--- config.mk ---
export PLATFORM = sky130hd
export DESIGN_NAME = csv_field_tokenizer_top
export DESIGN_NICKNAME = d
export VERILOG_FILES = /design/src/sv/csvft_pkg.sv /design/src/sv/csv_field_tokenizer_top.sv
export SDC_FILE = /design/constraint.sdc
export NUM_CORES = 1
export LEC_CHECK = 0
export BUFFER_PORTS_ARGS = -buffer_cell sky130_fd_sc_hd__buf_2
export CAP_MARGIN = 25
export CORE_MARGIN = 4
export CORE_UTILIZATION = 30
export CTS_CLUSTER_DIAMETER = 60
export DETAILED_ROUTE_END_ITERATION = 8
export SETUP_SLACK_MARGIN = 0.15
export SYNTH_ARGS = -nofsm -noshare
export SYNTH_HDL_FRONTEND = slang
export SYNTH_SLANG_ARGS = --single-unit
export TNS_END_PERCENT = 30
--- constraint.sdc ---
create_clock -name clk -period 2.95 [get_ports clk]
set_input_delay 0.7375 -clock clk [delete_from_list [all_inputs] [get_ports clk]]
set_output_delay 0.7375 -clock clk [all_outputs]
set_load 0.005 [all_outputs]
--- src/sv/csvft_pkg.sv ---
// ----------------------------------------------------------------------------
// csvft_pkg
// Types and constants shared by the CSV field tokenizer.
// ----------------------------------------------------------------------------
package csvft_pkg;

	typedef enum logic [2:0] {
		KIND_DATA   = 3'd0,
		KIND_FIELD  = 3'd1,
		KIND_RECORD = 3'd2,
		KIND_STREAM = 3'd3,
		KIND_ERROR  = 3'd4
	} kind_t;

	typedef enum logic [1:0] {
		MODE_PLAIN  = 2'd0,
		MODE_QUOTED = 2'd1,
		MODE_QSEEN  = 2'd2
	} mode_t;

	// register indexes, taken from paddr[2]
	localparam logic REG_SEPARATOR = 1'b0;
	localparam logic REG_QUOTE     = 1'b1;

	localparam logic [7:0] SEPARATOR_RESET = 8'h3B;
	localparam logic [7:0] QUOTE_RESET     = 8'h22;
	localparam logic [7:0] NEWLINE_BYTE    = 8'h0A;

endpackage

--- src/sv/csv_field_tokenizer_top.sv ---
// ----------------------------------------------------------------------------
// csv_field_tokenizer_top
// Splits a byte stream into field bytes, field ends, record ends, stream
// ends and open-quote errors, with quoted spans and doubled-quote escapes.
// ----------------------------------------------------------------------------
// One input transfer per clock sustained unless m_tready stalls the output.
// Each byte passes an input register, then the parse mode, field counter and
// record flag are updated as the byte moves into the result register; that
// per-byte update sets the one-byte-per-cycle rate. A byte that gives no result
// (opening quote, first quote of a pair) is consumed but produces no output
// transfer. The user must write the separator and quote bytes over the APB
// port at 0x0 and 0x4 only while the stream is idle; the block does not enforce it.
// The field index saturates at the smaller of MAX_FIELDS-1 and 255.
module csv_field_tokenizer_top #(
	parameter int unsigned MAX_FIELDS = 256
) (
	input  logic        clk,
	input  logic        arst_n,
	// slave stream
	input  logic        s_tvalid,
	output logic        s_tready,
	input  logic [7:0]  s_tdata,   // [7:0] in_byte
	input  logic        s_tuser,   // [0] end_of_stream
	// master stream
	output logic        m_tvalid,
	input  logic        m_tready,
	output logic [15:0] m_tdata,   // [7:0] out_byte, [15:8] field_number
	output logic [3:0]  m_tuser,   // [2:0] event_kind, [3] record_incomplete
	// configuration
	input  logic        psel,
	input  logic        penable,
	input  logic        pwrite,
	input  logic [2:0]  paddr,
	input  logic [31:0] pwdata,
	output logic [31:0] prdata,
	output logic        pready
);

	localparam logic [7:0] CNT_LIMIT =
		(MAX_FIELDS - 1 > 255) ? 8'd255 : 8'(MAX_FIELDS - 1);

	// configuration registers
	logic [7:0] sep_q;
	logic [7:0] quote_q;

	assign pready = 1'b1;

	always_ff @(posedge clk or negedge arst_n) begin
		if (!arst_n) begin
			sep_q   <= csvft_pkg::SEPARATOR_RESET;
			quote_q <= csvft_pkg::QUOTE_RESET;
		end else if (psel && penable && pwrite && pready) begin
			unique case (paddr[2])
				csvft_pkg::REG_SEPARATOR: sep_q   <= pwdata[7:0];
				csvft_pkg::REG_QUOTE:     quote_q <= pwdata[7:0];
				default: ;
			endcase
		end
	end

	always_comb begin
		unique case (paddr[2])
			csvft_pkg::REG_SEPARATOR: prdata = {24'd0, sep_q};
			csvft_pkg::REG_QUOTE:     prdata = {24'd0, quote_q};
			default:                  prdata = 32'd0;
		endcase
	end

	// input register
	logic       valid_s1;
	logic [7:0] byte_s1;
	logic       eos_s1;
	logic       adv;

	assign adv      = valid_s1 && (!m_tvalid || m_tready);
	assign s_tready = !valid_s1 || adv;

	always_ff @(posedge clk or negedge arst_n) begin
		if (!arst_n) begin
			valid_s1 <= 1'b0;
		end else if (s_tready) begin
			valid_s1 <= s_tvalid;
		end
	end

	always_ff @(posedge clk) begin
		if (s_tready && s_tvalid) begin
			byte_s1 <= s_tdata;
			eos_s1  <= s_tuser;
		end
	end

	// parse state
	csvft_pkg::mode_t mode_q, mode_d;
	logic [7:0]       cnt_q, cnt_d;
	logic             rec_q, rec_d;

	always_ff @(posedge clk or negedge arst_n) begin
		if (!arst_n) begin
			mode_q <= csvft_pkg::MODE_PLAIN;
			cnt_q  <= 8'd0;
			rec_q  <= 1'b0;
		end else if (adv) begin
			mode_q <= mode_d;
			cnt_q  <= cnt_d;
			rec_q  <= rec_d;
		end
	end

	// plain-mode handling of the current byte
	csvft_pkg::mode_t plain_mode;
	csvft_pkg::kind_t plain_kind;
	logic             plain_emit;
	logic [7:0]       plain_byte;
	logic [7:0]       plain_cnt;
	logic             plain_rec;

	always_comb begin
		plain_mode = csvft_pkg::MODE_PLAIN;
		plain_kind = csvft_pkg::KIND_DATA;
		plain_emit = 1'b1;
		plain_byte = 8'd0;
		plain_cnt  = cnt_q;
		plain_rec  = 1'b1;
		// quote wins over newline, newline over separator
		if (byte_s1 == quote_q) begin
			plain_mode = csvft_pkg::MODE_QUOTED;
			plain_emit = 1'b0;
		end else if (byte_s1 == csvft_pkg::NEWLINE_BYTE) begin
			plain_kind = csvft_pkg::KIND_RECORD;
			plain_cnt  = 8'd0;
			plain_rec  = 1'b0;
		end else if (byte_s1 == sep_q) begin
			plain_kind = csvft_pkg::KIND_FIELD;
			if (cnt_q < CNT_LIMIT)
				plain_cnt = cnt_q + 8'd1;
		end else begin
			plain_byte = byte_s1;
		end
	end

	csvft_pkg::kind_t kind_d;
	logic             emit_d;
	logic [7:0]       obyte_d;
	logic             inc_d;

	always_comb begin
		mode_d  = mode_q;
		cnt_d   = cnt_q;
		rec_d   = rec_q;
		kind_d  = csvft_pkg::KIND_DATA;
		emit_d  = 1'b0;
		obyte_d = 8'd0;
		inc_d   = 1'b0;
		if (eos_s1) begin
			emit_d = 1'b1;
			if (mode_q == csvft_pkg::MODE_QUOTED) begin
				kind_d = csvft_pkg::KIND_ERROR;
			end else begin
				kind_d = csvft_pkg::KIND_STREAM;
				inc_d  = rec_q;
			end
			mode_d = csvft_pkg::MODE_PLAIN;
			cnt_d  = 8'd0;
			rec_d  = 1'b0;
		end else begin
			unique case (mode_q)
				csvft_pkg::MODE_QUOTED: begin
					if (byte_s1 == quote_q) begin
						mode_d = csvft_pkg::MODE_QSEEN;
					end else begin
						emit_d  = 1'b1;
						obyte_d = byte_s1;
					end
				end
				csvft_pkg::MODE_QSEEN: begin
					if (byte_s1 == quote_q) begin
						// doubled quote: literal quote, stay in the span
						mode_d  = csvft_pkg::MODE_QUOTED;
						emit_d  = 1'b1;
						obyte_d = byte_s1;
					end else begin
						mode_d  = plain_mode;
						cnt_d   = plain_cnt;
						rec_d   = plain_rec;
						kind_d  = plain_kind;
						emit_d  = plain_emit;
						obyte_d = plain_byte;
					end
				end
				default: begin
					mode_d  = plain_mode;
					cnt_d   = plain_cnt;
					rec_d   = plain_rec;
					kind_d  = plain_kind;
					emit_d  = plain_emit;
					obyte_d = plain_byte;
				end
			endcase
		end
	end

	// result register
	logic             m_tvalid_q;
	csvft_pkg::kind_t kind_q;
	logic [7:0]       obyte_q;
	logic [7:0]       fnum_q;
	logic             inc_q;

	always_ff @(posedge clk or negedge arst_n) begin
		if (!arst_n) begin
			m_tvalid_q <= 1'b0;
		end else if (adv) begin
			m_tvalid_q <= emit_d;
		end else if (m_tready) begin
			m_tvalid_q <= 1'b0;
		end
	end

	always_ff @(posedge clk) begin
		if (adv && emit_d) begin
			kind_q  <= kind_d;
			obyte_q <= obyte_d;
			fnum_q  <= cnt_q;
			inc_q   <= inc_d;
		end
	end

	assign m_tvalid = m_tvalid_q;
	assign m_tdata  = {fnum_q, obyte_q};
	assign m_tuser  = {inc_q, kind_q};

`ifndef SYNTHESIS
	a_clear_after_end: assert property (@(posedge clk) disable iff (!arst_n)
		(adv && eos_s1) |=>
		(mode_q == csvft_pkg::MODE_PLAIN && cnt_q == 8'd0 && !rec_q))
		else $error("parse state not cleared after stream end");

	a_cnt_limit: assert property (@(posedge clk) disable iff (!arst_n)
		cnt_q <= CNT_LIMIT)
		else $error("field counter beyond limit");

	a_inc_only_stream: assert property (@(posedge clk) disable iff (!arst_n)
		(m_tvalid_q && inc_q) |-> (kind_q == csvft_pkg::KIND_STREAM))
		else $error("record_incomplete on a non stream-end result");

	a_byte_only_data: assert property (@(posedge clk) disable iff (!arst_n)
		(m_tvalid_q && kind_q != csvft_pkg::KIND_DATA) |-> (obyte_q == 8'd0))
		else $error("out_byte set on a non-data result");

	a_ready_when_free: assert property (@(posedge clk) disable iff (!arst_n)
		!m_tvalid_q |-> s_tready)
		else $error("input stalled with an empty result register");
`endif

endmodule
# After elaboration in Yosys (flattened, before gate mapping)
# Cells that the tools add are included.
op_classes:
  n_mux: 37
  order_cmp: 1
  n_eq_ne: 8
  n_reduce_logical: 15
  add_sub_neg: 1
  bitwise_logic: 2
op_table:
  columns: ["cell", "count"]
  rows:
  - ["8-bit 2-to-1 mux", 11]
  - ["32-bit case mux with 2 select lines", 1]
  - ["8-bit case mux with 2 select lines", 2]
  - ["8-bit == test", 2]
  - ["1-bit 2-to-1 mux", 12]
  - ["2-bit 2-to-1 mux", 5]
  - ["3-bit 2-to-1 mux", 3]
  - ["8-bit by 1-bit adder with 8-bit output, second input constant", 1]
  - ["8-bit by 4-bit == test with 1-bit output, second input constant", 1]
  - ["8-bit < comparator, second input constant", 1]
  - ["3-bit inequality test, second input constant", 2]
  - ["3-bit case mux with 2 select lines", 1]
  - ["2-bit AND reduction", 3]
  - ["1-bit logical AND", 5]
  - ["2-bit case mux with 2 select lines", 1]
  - ["3-bit AND reduction", 1]
  - ["2-bit by 1-bit == test with 1-bit output, second input constant", 1]
  - ["2-bit == test, second input constant", 1]
  - ["1-bit zero test", 2]
  - ["1-bit logical OR", 2]
  - ["2-bit inequality test, second input constant", 1]
  - ["1-bit NOT", 2]
  - ["1-bit case mux with 2 select lines", 1]
  - ["2-bit nonzero test", 1]
  - ["2-bit OR reduction", 1]
word_totals:
  regBits: 58
  word_cells: 77
  in_bits: 51
  output_inout_bits: 55

# Logic depth before layout (Yosys ltp)
logic_depth:
  word_depth: 8
  mapped_depth: 7
  depth_no_buf: 7

# Worst setup path after synthesis
# OpenSTA, ideal clock, no wires.
synth_timing:
  path_type: "reg2reg"
  from: "reg quote_q[1]"
  to: "reg fnum_q[0], enable pin"
  stages_incl_launch_ff: 6
  n_path_buf: 0
  synth_period_minus_slack_ps: 2315
  setup_slack_ps: 635
  t_arrival_ps: 1918
  required_ps: 2553
  setup_time_ps: 397
  path_cell_list: "dfstp_2 > xnor2_1 > and4_1 > nand2_1 > nor3_1 > nor2_1"
synth_between:
  elab_chain_len: 6
synth_rtl:
  columns: ["element", "line_no", "text"]
  rows:
  - ["start: declaration", "csv_field_tokenizer_top.sv:44", "logic [7:0] quote_q;"]
  - ["start signal: assignment", "csv_field_tokenizer_top.sv:51", "quote_q <= csvft_pkg::QUOTE_RESET;"]
  - ["start signal: assignment", "csv_field_tokenizer_top.sv:55", "csvft_pkg::REG_QUOTE: quote_q <= pwdata[7:0];"]
  - ["8-bit == test *", "csv_field_tokenizer_top.sv:126, csv_field_tokenizer_top.sv:169, csv_field_tokenizer_top.sv:177", null]
  - ["1-bit 2-to-1 mux", "csv_field_tokenizer_top.sv:126, csv_field_tokenizer_top.sv:169", null]
  - ["1-bit 2-to-1 mux", "csv_field_tokenizer_top.sv:177", "if (byte_s1 == quote_q) begin"]
  - ["1-bit 2-to-1 mux *", null, null]
  - ["1-bit 2-to-1 mux *", "csv_field_tokenizer_top.sv:155", "if (eos_s1) begin"]
  - ["1-bit logical AND *", "csv_field_tokenizer_top.sv:221", "if (adv && emit_d) begin"]
  - ["end signal: assignment", "csv_field_tokenizer_top.sv:224", "fnum_q <= cnt_q;"]
  - ["end: declaration", "csv_field_tokenizer_top.sv:207", "logic [7:0] fnum_q;"]
# Mark *: on every way between the ends. The rest lies on a longest branch, timed or not.
# A chain may end at the register's enable or synchronous reset.

# Worst setup path in the final report
layout_timing:
  from: "reg byte_s1[3]"
  to: "reg fnum_q[6], enable pin"
layout_between:
  elab_chain_len: 6
layout_rtl:
  columns: ["element", "line_no", "text"]
  rows:
  - ["start: declaration", "csv_field_tokenizer_top.sv:71", "logic [7:0] byte_s1;"]
  - ["start signal: assignment", "csv_field_tokenizer_top.sv:88", "byte_s1 <= s_tdata;"]
  - ["8-bit == test *", "csv_field_tokenizer_top.sv:126, csv_field_tokenizer_top.sv:169, csv_field_tokenizer_top.sv:177", null]
  - ["1-bit 2-to-1 mux", "csv_field_tokenizer_top.sv:126, csv_field_tokenizer_top.sv:169", null]
  - ["1-bit 2-to-1 mux", "csv_field_tokenizer_top.sv:177", null]
  - ["1-bit 2-to-1 mux *", null, null]
  - ["1-bit 2-to-1 mux *", "csv_field_tokenizer_top.sv:155", null]
  - ["1-bit logical AND *", "csv_field_tokenizer_top.sv:221", null]
# Marks and branches as above.

==> results.sh <==
export IMPL_max_slew_margin=0.520
export IMPL_clk_pin_slew_ns=0.07
export IMPL_wl_um=6080
export IMPL_numCtsBuffers=9
export IMPL_netlist_top_cell_by_area="edfxtp_1"
export IMPL_fin_skew_ns=0.00885
export IMPL_setup_violations_final=0
export IMPL_cts_resized=0
export IMPL_async_reset_ff_frac=0.500
export IMPL_cap_violations=0
export IMPL_cts_setup_buffers=0
export IMPL_dp_hpwl_um=4560
export IMPL_fin_nets=356
export IMPL_crit_type="reg2reg"
export IMPL_fin_crit_ns=2.43
export IMPL_grt_pass1_wl_um=9960
export IMPL_grt_start_max_net_pins=30
export IMPL_drt_iter0_drc=78
export IMPL_die_w_um=107
export IMPL_gr_usage_all_layers=0.112
export IMPL_syn_instance_count=239
export IMPL_port_buffers=54
export IMPL_crit_path_end_kind="flip-flop"
export IMPL_viasPerCell=4.51
export IMPL_min_path_type="in2async"
export IMPL_ys_flop_type="edfxtp_1"
export IMPL_required_ns=2.98
export IMPL_drc=0
export IMPL_critPathArrivalTime_ns=2.46
export IMPL_via_count=1968
export IMPL_ys_seq_area_frac=0.544
export IMPL_cp_start_kind="flip-flop"
export IMPL_coreArea_mm2=0.00942
export IMPL_leakagePower_nw=1.42
export IMPL_tightest_slew_ns=0.717
export IMPL_die_area_mm2=0.0115
export IMPL_syn_area_mm2=0.00295
export IMPL_power_density_mw_per_mm2=645
export IMPL_synth_seq_cells=58
export IMPL_fin_tns_setup_ns=0
export IMPL_hold_buffers=0
export IMPL_gp_congestion=0.730
export IMPL_fin_crit_sh=0.822
export IMPL_max_vdd_ir_drop_mv=0.307
export IMPL_h_tree_depth=3
export IMPL_start_util=0.313
export IMPL_max_clock_freq_mhz=412
export IMPL_fillers=939
export IMPL_overflow=0
export IMPL_synth_edf_count=29
export IMPL_antenna_found_initial=0
export IMPL_clk_insertion_delay_late_ns=0.34
export IMPL_drive_gt1_frac=0.358
export IMPL_grt_pass1_vias=1969
export IMPL_status="completed"
export IMPL_synth_area_top_cells="edfxtp_1 (30%), dfrtp_1 (19%), mux2_2 (9.2%)"
export IMPL_yosys_area_top_type_share=0.295
export IMPL_cp_max_fo=12
export IMPL_first_pass_iters=4
export IMPL_clock_sinks=58
export IMPL_rsz0062_at_grt="false"
export IMPL_tritoncts="yes"
export IMPL_yosysWarningCount=0
export IMPL_wl_per_cell_um=13.9
export IMPL_regToRegSetupSlack_ns=0.52
export IMPL_fp_dieH_um=107
export IMPL_cts_root_buffer="clkbuf_8"
export IMPL_rows=35
export IMPL_hold_viol=0
export IMPL_place_inst=420
export IMPL_diodes=0
export IMPL_clk_path_buf_depth=2
export IMPL_maxSlewViolCount=0
export IMPL_final_cells=436
export IMPL_yosysUniqueCellTypes=46
export IMPL_io_pins=106
export IMPL_areaGrowthSynthToFinish_pct=19.4
export IMPL_postSynthAreaPerCell_um2=12.3
export IMPL_ant_nets=0
==> cell usage in the layout (no fill, tap or decap), drive strengths merged, types with 2 or more instances in the layout <==
| cell | n |
|---|---|
| buf | 57 |
| edfxtp | 29 |
| conb | 25 |
| mux2 | 24 |
| dfrtp | 22 |
| xnor2 | 16 |
| and2 | 11 |
| clkbuf | 11 |
| nand2 | 10 |
| a21oi | 9 |
| nor2 | 8 |
| dfstp | 7 |
| nand4 | 7 |
| inv | 6 |
| o21ai | 6 |
| nand2b | 5 |
| nor3 | 5 |
| nor2b | 4 |
| nand3 | 4 |
| o31ai | 4 |
| nor4b | 3 |
| and4 | 3 |
| o211ai | 3 |
| ha | 3 |
| bufinv | 3 |
| or3 | 3 |
| or2 | 2 |
==> layout make-up <==
type / count / area [µm²] / area share
clock inverter: 5 / 103 / 0.0291
multi-input combinational: 170 / 1210 / 0.343
sequential: 58 / 1610 / 0.456
inverter: 6 / 22.5 / 0.00639
timing repair buffer: 57 / 293 / 0.0831
clock buffer: 11 / 131 / 0.0373
tap: 129 / 161 / 0.0458
==> cell families after synthesis <==
logic type / after synthesis / share of synthesized area
compound gates: 31 / 0.0780
fa+ha+maj: 3 / 0.0127
simple gates: 70 / 0.144
xor+xnor: 16 / 0.0475
flops: 58 / 0.544
other cells: 2 / 0.00254
mux: 25 / 0.0950
buf+inv: 34 / 0.0763
==> per-layer routing <==
layer  up-vias  track usage  part of all wire
li1        953            -                 -
met5         -            0                 0
met3         9       0.0349             0.063
met2        60        0.174              0.47
met4         0       0.0493             0.019
met1       946        0.143              0.45
==> worst paths after layout <==
path | start | endpoint | cells past startpoint
max in group asynchronous | arst_n | cnt_q[2]$_DFFE_PN0P_ | 1
max reg2reg | byte_s1[3]$_DFFE_PP_ | fnum_q[6]$_DFFE_PP_ | 6
max | byte_s1[3]$_DFFE_PP_ | fnum_q[6]$_DFFE_PP_ | 6
min reg2reg | cnt_q[1]$_DFFE_PN0P_ | fnum_q[1]$_DFFE_PP_ | 0
min | arst_n | mode_q[1]$_DFFE_PN0P_ | 1
min in group clk | cnt_q[1]$_DFFE_PN0P_ | fnum_q[1]$_DFFE_PP_ | 0
==> state kept, by name, summed over array words and instances (netlist names), 2 cells and up <==
| signal | count |
|---|---|
| obyte_q | 8 |
| byte_s1 | 8 |
| cnt_q | 8 |
| quote_q | 8 |
| fnum_q | 8 |
| mode_q | 2 |
| kind_q | 3 |
| sep_q | 8 |
==> through the flow <==
step                      worst slack [ns]  utilization  hold slack [ns]  cell area [µm²]  power [mW]
after floorplan                      0.635            -            0.442             3040        1.30
after global placement               0.535        0.349            0.513             3290        1.41
after detailed placement             0.509        0.349            0.531             3290        1.42
after CTS                            0.493        0.374            0.455             3520        2.30
after global routing                 0.332        0.374            0.504             3520        2.38
final                                0.525        0.374            0.441             3520        2.27
==> worst max-delay path, stage by stage, from the launching register on <==
cell      delay, ns
edfxtp_1       0.48
xnor2_1        0.18
and4_1         0.23
nand2_1        0.23
nor3_1         0.10
nor2_1         0.57
buf_4          0.33
==> synth_stat cells, types with 4 or more instances <==
| cell type | count |
|---|---|
| nand4_1 | 5 |
| dfstp_2 | 7 |
| nor2b_1 | 4 |
| inv_1 | 6 |
| nor2_1 | 8 |
| a21oi_1 | 9 |
| nand2_1 | 10 |
| nand2b_1 | 5 |
| nand3_1 | 4 |
| o21ai_0 | 6 |
| and2_1 | 10 |
| mux2_2 | 24 |
| edfxtp_1 | 29 |
| buf_4 | 26 |
| nor3_1 | 5 |
| xnor2_1 | 16 |
| dfrtp_1 | 22 |
==> power breakdown <==
part | internal [mW] | switching (mW)
Combinational | 0.178 | 0.161
Clock | 0.560 | 0.313
Sequential | 0.976 | 0.0854
(Power assumes the default switching activity.)
